File: src/hdl/coalescing_work_dispatcher_assert.svh
// Assertion macros shared by the coalescing work dispatcher RTL.
`ifndef COALESCING_WORK_DISPATCHER_ASSERT_SVH
`define COALESCING_WORK_DISPATCHER_ASSERT_SVH

// Consequent must hold in the same cycle as the antecedent.
`define CWD_ASSERT_NOW(lbl, ante, cons, msg) \
  lbl: assert property (@(posedge clk_i) disable iff (!rst_ni) (ante) |-> (cons)) \
    else $error(msg);

// Consequent must hold in the cycle after the antecedent.
`define CWD_ASSERT_NEXT(lbl, ante, cons, msg) \
  lbl: assert property (@(posedge clk_i) disable iff (!rst_ni) (ante) |=> (cons)) \
    else $error(msg);

`endif

File: src/hdl/cwd_pkg.sv
// Package with the shared types and codes of the coalescing work dispatcher.
`timescale 1ns / 1ps
package cwd_pkg;

  typedef enum logic [2:0] {
    MODE_START     = 3'd0,
    MODE_APPLY     = 3'd1,
    MODE_POST_KEY  = 3'd2,
    MODE_POST_TASK = 3'd3,
    MODE_FETCH     = 3'd4,
    MODE_RESUME    = 3'd5,
    MODE_DONE      = 3'd6,
    MODE_STOP      = 3'd7
  } mode_e;

  typedef enum logic [1:0] {
    STAT_OK        = 2'd0,
    STAT_STOPPING  = 2'd1,
    STAT_BAD_LIMIT = 2'd2,
    STAT_TASK_FULL = 2'd3
  } status_e;

  typedef enum logic [1:0] {
    GRANT_WAIT   = 2'd0,
    GRANT_KEY    = 2'd1,
    GRANT_TASK   = 2'd2,
    GRANT_RETIRE = 2'd3
  } grant_e;

  typedef enum logic [1:0] {
    S_CLEAR = 2'd0,
    S_IDLE  = 2'd1,
    S_EXEC  = 2'd2
  } state_e;

  // Commands from the controller to the datapath.
  typedef struct packed {
    logic accept;
    logic commit;
    logic sweep;
  } cwd_cmd_t;

  // Status from the datapath to the controller.
  typedef struct packed {
    logic out_free;
    logic stop_req;
    logic clr_last;
  } cwd_sts_t;

  localparam int unsigned CfgWidth = 7;

endpackage

File: src/hdl/cwd_ctrl.sv
// Controller state machine that sequences requests, commits and mark clearing.
`timescale 1ns / 1ps
module cwd_ctrl (
  input  logic              clk_i,
  input  logic              rst_ni,
  input  logic              in_valid_i,
  output logic              in_stall_o,
  input  cwd_pkg::cwd_sts_t sts_i,
  output cwd_pkg::cwd_cmd_t cmd_o
);
  import cwd_pkg::*;

  state_e state_q, state_d;

  always_ff @(posedge clk_i or negedge rst_ni) begin
    if (!rst_ni) begin
      state_q <= S_CLEAR;
    end else begin
      state_q <= state_d;
    end
  end

  always_comb begin
    state_d = state_q;
    unique case (state_q)
      S_CLEAR: begin
        if (sts_i.clr_last) state_d = S_IDLE;
      end
      S_IDLE: begin
        if (in_valid_i) state_d = S_EXEC;
      end
      S_EXEC: begin
        if (sts_i.out_free) state_d = sts_i.stop_req ? S_CLEAR : S_IDLE;
      end
      default: state_d = S_CLEAR;
    endcase
  end

  always_comb begin
    cmd_o      = '0;
    in_stall_o = 1'b1;
    unique case (state_q)
      S_CLEAR: cmd_o.sweep = 1'b1;
      S_IDLE: begin
        in_stall_o   = 1'b0;
        cmd_o.accept = in_valid_i;
      end
      S_EXEC:  cmd_o.commit = sts_i.out_free;
      default: cmd_o = '0;
    endcase
  end

endmodule

File: config.mk
export PLATFORM = sky130hd
export DESIGN_NAME = cwd_ctrl
export DESIGN_NICKNAME = d
export VERILOG_FILES = /design/src/hdl/coalescing_work_dispatcher_assert.svh /design/src/hdl/cwd_pkg.sv /design/src/hdl/cwd_ctrl.sv
export SDC_FILE = /design/constraint.sdc
export NUM_CORES = 1
export LEC_CHECK = 0
export BUFFER_PORTS_ARGS = -buffer_cell sky130_fd_sc_hd__buf_2
export CORE_AREA = 2 2 39 41
export DETAILED_ROUTE_END_ITERATION = 12
export DIE_AREA = 0 0 41 43
export GPL_TIMING_DRIVEN = 0
export PLACE_DENSITY_LB_ADDON = 0.3
export SYNTH_ARGS = -nofsm -noshare
export SYNTH_HDL_FRONTEND = slang
export SYNTH_SLANG_ARGS = --single-unit
File: constraint.sdc
create_clock -name clk_i -period 1.2 [get_ports clk_i]
set_clock_uncertainty 0.2 [all_clocks]
set_input_delay 0.12 -clock clk_i [delete_from_list [all_inputs] [get_ports clk_i]]
set_output_delay 0.12 -clock clk_i [all_outputs]
set_load 0.03 [all_outputs]
Yosys cells after proc, flatten, opt, wreduce, memory -nomap -nowiden
Index checks and enable logic that the tools add are counted.

storage, ports and cells
  logic and storage cells = 17
  output and inout port bits = 4
  register bits after elaboration = 2
  input port bits = 6

operators by class
  mux-type cells = 9
  reduce and logical (&&, ||, !) cells = 2
  equal/unequal tests = 5

operators with widths
  operator                                        number
  two-way mux 2 bit                               3
  != test 2 bit (second input constant)           3
  case mux 2 bit (3 select lines)                 1
  two-way mux 1 bit                               5
  AND reduction 3 bit                             1
  == test 2 x 1 -> 1 bit (second input constant)  1
  == test 2 bit (second input constant)           1
  logical NOT 2 bit                               1

Depth between registers and ports, before layout
  depth in word-level cells = 3
  depth in mapped cells = 2
  mapped depth without buffers = 2

Worst setup path before layout
No wires, ideal clock.

  path type = reg2reg
  from = register state_q[0]
  to = register state_q[1]
  path slack = -79 ps
  library setup time = 124 ps
  cell stages (with the launch flop) = 3
  data required time = 876 ps
  period minus slack after synthesis = 1279 ps
  buffers on the path = 0
  data arrival time = 955 ps
  cells stage by stage = dfrtp_1 and3b_1 or2_1

on the way
  longest elaborated chain between the ends = 3
  elaborated cells on any way between the ends = 8
  classes of those cells = eq/ne: 5; mux: 1; reduce/logical: 2

RTL lines
  what                                   line            source
  start: declaration                     cwd_ctrl.sv:13  state_e state_q, state_d;
  start signal: assignment               cwd_ctrl.sv:19  state_q <= state_d;
  == test 2 bit (tied with other cells)  cwd_ctrl.sv:25  unique case (state_q)
  != test 2 bit (no line)                --
  AND reduction 3 bit (no line)          --

Several ways; a longest one is shown, not always the timed one.
A chain may end at the register's enable or synchronous reset.

==> summary.md <==
| Metric | Value |
|---|---|
| Top post-synthesis cells by area | dfrtp_1 (42%), and3b_1 (15%), o31a_1 (7.4%), nor2_1 (6.3%), nor3b_1 (6.3%) |
| Grt total ovfl | 0 |
| Routed Wire Length | 405 µm |
| Maximum number of pins on one net before global-route repair | 9 |
| RePlAce Congestion | ~0.66 |
| Setup crit start kind | flop |
| Syn Std Cell Area | ~120 µm² |
| Antenna violations before repair | 0 |
| Status | finished, violations left |
| Pint | between 300 and 400 µW |
| Final min period | 1380 ps |
| Final Non-Filler Cells | 44 |
| Register area share after synthesis | a little over two fifths |
| WP data required | about 880 ps |
| Die area | roughly 0.0018 mm² |
| Part of the cycle the worst path needs | 115% |
| Clock sinks | 2 |
| R2R setup slack | approximately 10 ps |
| Net Sw Power | slightly below 300 µW |
| Data arrival, critical path | 1060 ps |
| Most common cell after layout, fill and taps aside | buf_2 |
| H-tree depth | 1 |
| Worst path slowest cell | dfrtp_2 |
| Num CTS Buffers | 3 |
| Slew of the pin with the lowest slew margin | roughly 160 ps |
| Crit path cell chain | and3b_2 > buf_6 |
| Dpl ws | -2.78 ps |
| Cell area power density | ~2700 mW/mm² |
| Initial Util | roughly 8.6% |
| Clock Latency Late Sink | approximately 230 ps |
| Compound-Gate Fraction of Synth Area | around 12% |
| Number of global-route vias before repair | between 150 and 200 |
| CTS Root Buffer Type | clkbuf_4 |
| Min-delay worst type | input port to async pin |
| Die width | a little over 40 µm |
| CP endpoint kind | output port |
| Adder-cell area share of the yosys netlist | 0% |
| Cells after DPL | 38 |
| CTS tree | done |
| Row Count | 14 |
| Synth cell types | 10 |
| Post-synthesis mux area share | 0% |
| Comb power frac | 56.0% |
| Post-Syn Instances | 13 |
| Worst hold slack | approximately 20 ps |
| Via count | 153 |
| Final design utilization | between 10% and 20% |
| Sequential group share of total power | 22.1% |
| Xor/xnor share of the synthesized area | 0% |
| Core area | roughly 0.0014 mm² |
| Syn Area/Cell | just over 9 µm² |
| Yosys top cell by area | dfrtp_1 |
| DR pass1 iterations | 2 |
| Leak | between 0.1 and 0.15 nW |
| # DRC | 0 |
| Synth Net Count | 19 |
| RSZ-0062 raised after global routing | yes |
| Finish-stage setup viols | 4 |
| Final ANT Viol Nets | 0 |
| Crit-path max cell delay | between 400 and 500 ps |
| Power Total | 690 µW |
| DR iter-0 viols | 1 |
| Global-route wire length before repair | between 600 and 700 µm |
| Final hold vios | 0 |
| Antenna Cells | 0 |
| Commonest non-fill, non-tap cells in the layout | buf_2 (5), clkbuf_4 (3), buf_4 (3) |
| Layout Nets | 36 |
| Tot GR Track Use | approximately 6.1% |
| VDD IR-drop max | 0.000767 V |
| Synthesis-stage register bit count | 2 |
| Longest Clk Path Bufs | 2 |
| Setup CP Type | flop to output port |
| Worst slew margin | 89.3% |
| Max FO, Critical Path | 8 |
| Failing checks | negative setup slack |
| Sw Ratio | a little over two fifths |
| Layout cell share with drive strength beyond 1 | between 50 and 60% |
| Max-Cap Viols | 0 |
| Max reg flops | 2 |
| Final Max Tran Viols | 0 |
| Final setup margin | -177 ps |
| Main combinational cell family by area after synthesis | simple AND/OR/NAND/NOR gates |
| Maximum clock frequency | about 0.73 GHz |
| Synth-to-layout area growth | 114% |
| Simple-gate portion of the synthesized area | between 40% and 50% |
| Drt wl/cell | 9.20 µm |
| Power share of the clock group | a little over a fifth |
| Top Ports | 10 |
| Clk slew on worst S/H paths | roughly 30 ps |
| Vias per cell | between 3 and 4 |
| YS warnings | 0 |
| Largest Register | state_q |
| Port buffer count | 9 |
| Share of the synthesized area in the top cell type | between 40% and 50% |
| Die H | 43 µm |
| Largest registers | state_q x2 |
[cells in the mapped netlist]
master and instances:
nand2_1 1, or2_1 1, o21ai_0 1, and3b_1 2, nor2_1 2, nor3b_1 1, nand2b_1 1, o31a_1 1
nor2b_1 1, dfrtp_1 2
[per-stage QoR]
step	cell area (µm²)	TNS, ps
6_report	254	-366
3_5_place_dp	185	-2.78
5_1_grt	254	-623
3_3_place_gp	185	0
4_1_cts	254	-415
2_1_floorplan	120	-20.2
[power groups by stage]
stage / sequential, mW / clock, mW / combinational (mW)
floorplan: 0.141 / 0 / 0.214
global placement: 0.156 / 0 / 0.284
detailed placement: 0.156 / 0 / 0.285
CTS: 0.153 / 0.162 / 0.385
global route: 0.161 / 0.168 / 0.418
finish: 0.153 / 0.151 / 0.387
[path summary, 6_finish.rpt]
| path | cells past startpoint | endpoint | startpoint |
|---|---|---|---|
| min | 2 | state_q[1]$_DFFE_PN0P_ | rst_ni |
| min in group clk_i | 3 | state_q[0]$_DFFE_PN0P_ | sts_i[0] |
| max | 2 | cmd_o[2] | state_q[1]$_DFFE_PN0P_ |
| min reg2reg | 2 | state_q[0]$_DFFE_PN0P_ | state_q[1]$_DFFE_PN0P_ |
| max reg2reg | 2 | state_q[0]$_DFFE_PN0P_ | state_q[1]$_DFFE_PN0P_ |
| max in group asynchronous | 2 | state_q[1]$_DFFE_PN0P_ | rst_ni |
[what timing repair did]
item / 4_1_cts / 5_1_grt
hold buffers: 2 / 0
pin swaps: 0 / 0
endpoints found under the setup margin: 4 / 6
resized for setup: 7 / 0
buffers inserted: 1 / 0
endpoints found under the hold margin: 3 / 0
[area by class of cell]
cell class | count | area (µm²)
multi-input combinational | 11 | 70.1
sequential | 2 | 51.3
clock buffer | 3 | 22.5
timing repair buffer | 12 | 90.1
tap | 16 | 20.0
fill | 158 | 1130
[worst max-delay path, delay by kind of cell, from the launching register on]
| kind | cells | cell delay (ps) |
|---|---|---|
| buf+inv | 1 | 130 |
| flops | 1 | 430 |
| simple gates | 1 | 270 |
[metal layers]
metal | track usage [%] | part of all wire [%] | wire length [µm]
met4 | 8.00 | 0 | 0
met1 | 7.42 | 46 | 188
met3 | 3.14 | 14 | 55
met5 | 0 | 0 | 0
met2 | 6.25 | 40 | 161
[cell families (layout without fill, tap and decap cells)]
family | count (synthesis) | after routing
flops | 2 | 2
buf+inv | 0 | 15
simple gates | 9 | 9
compound gates | 2 | 2
Power figures use the tool's default switching activity.
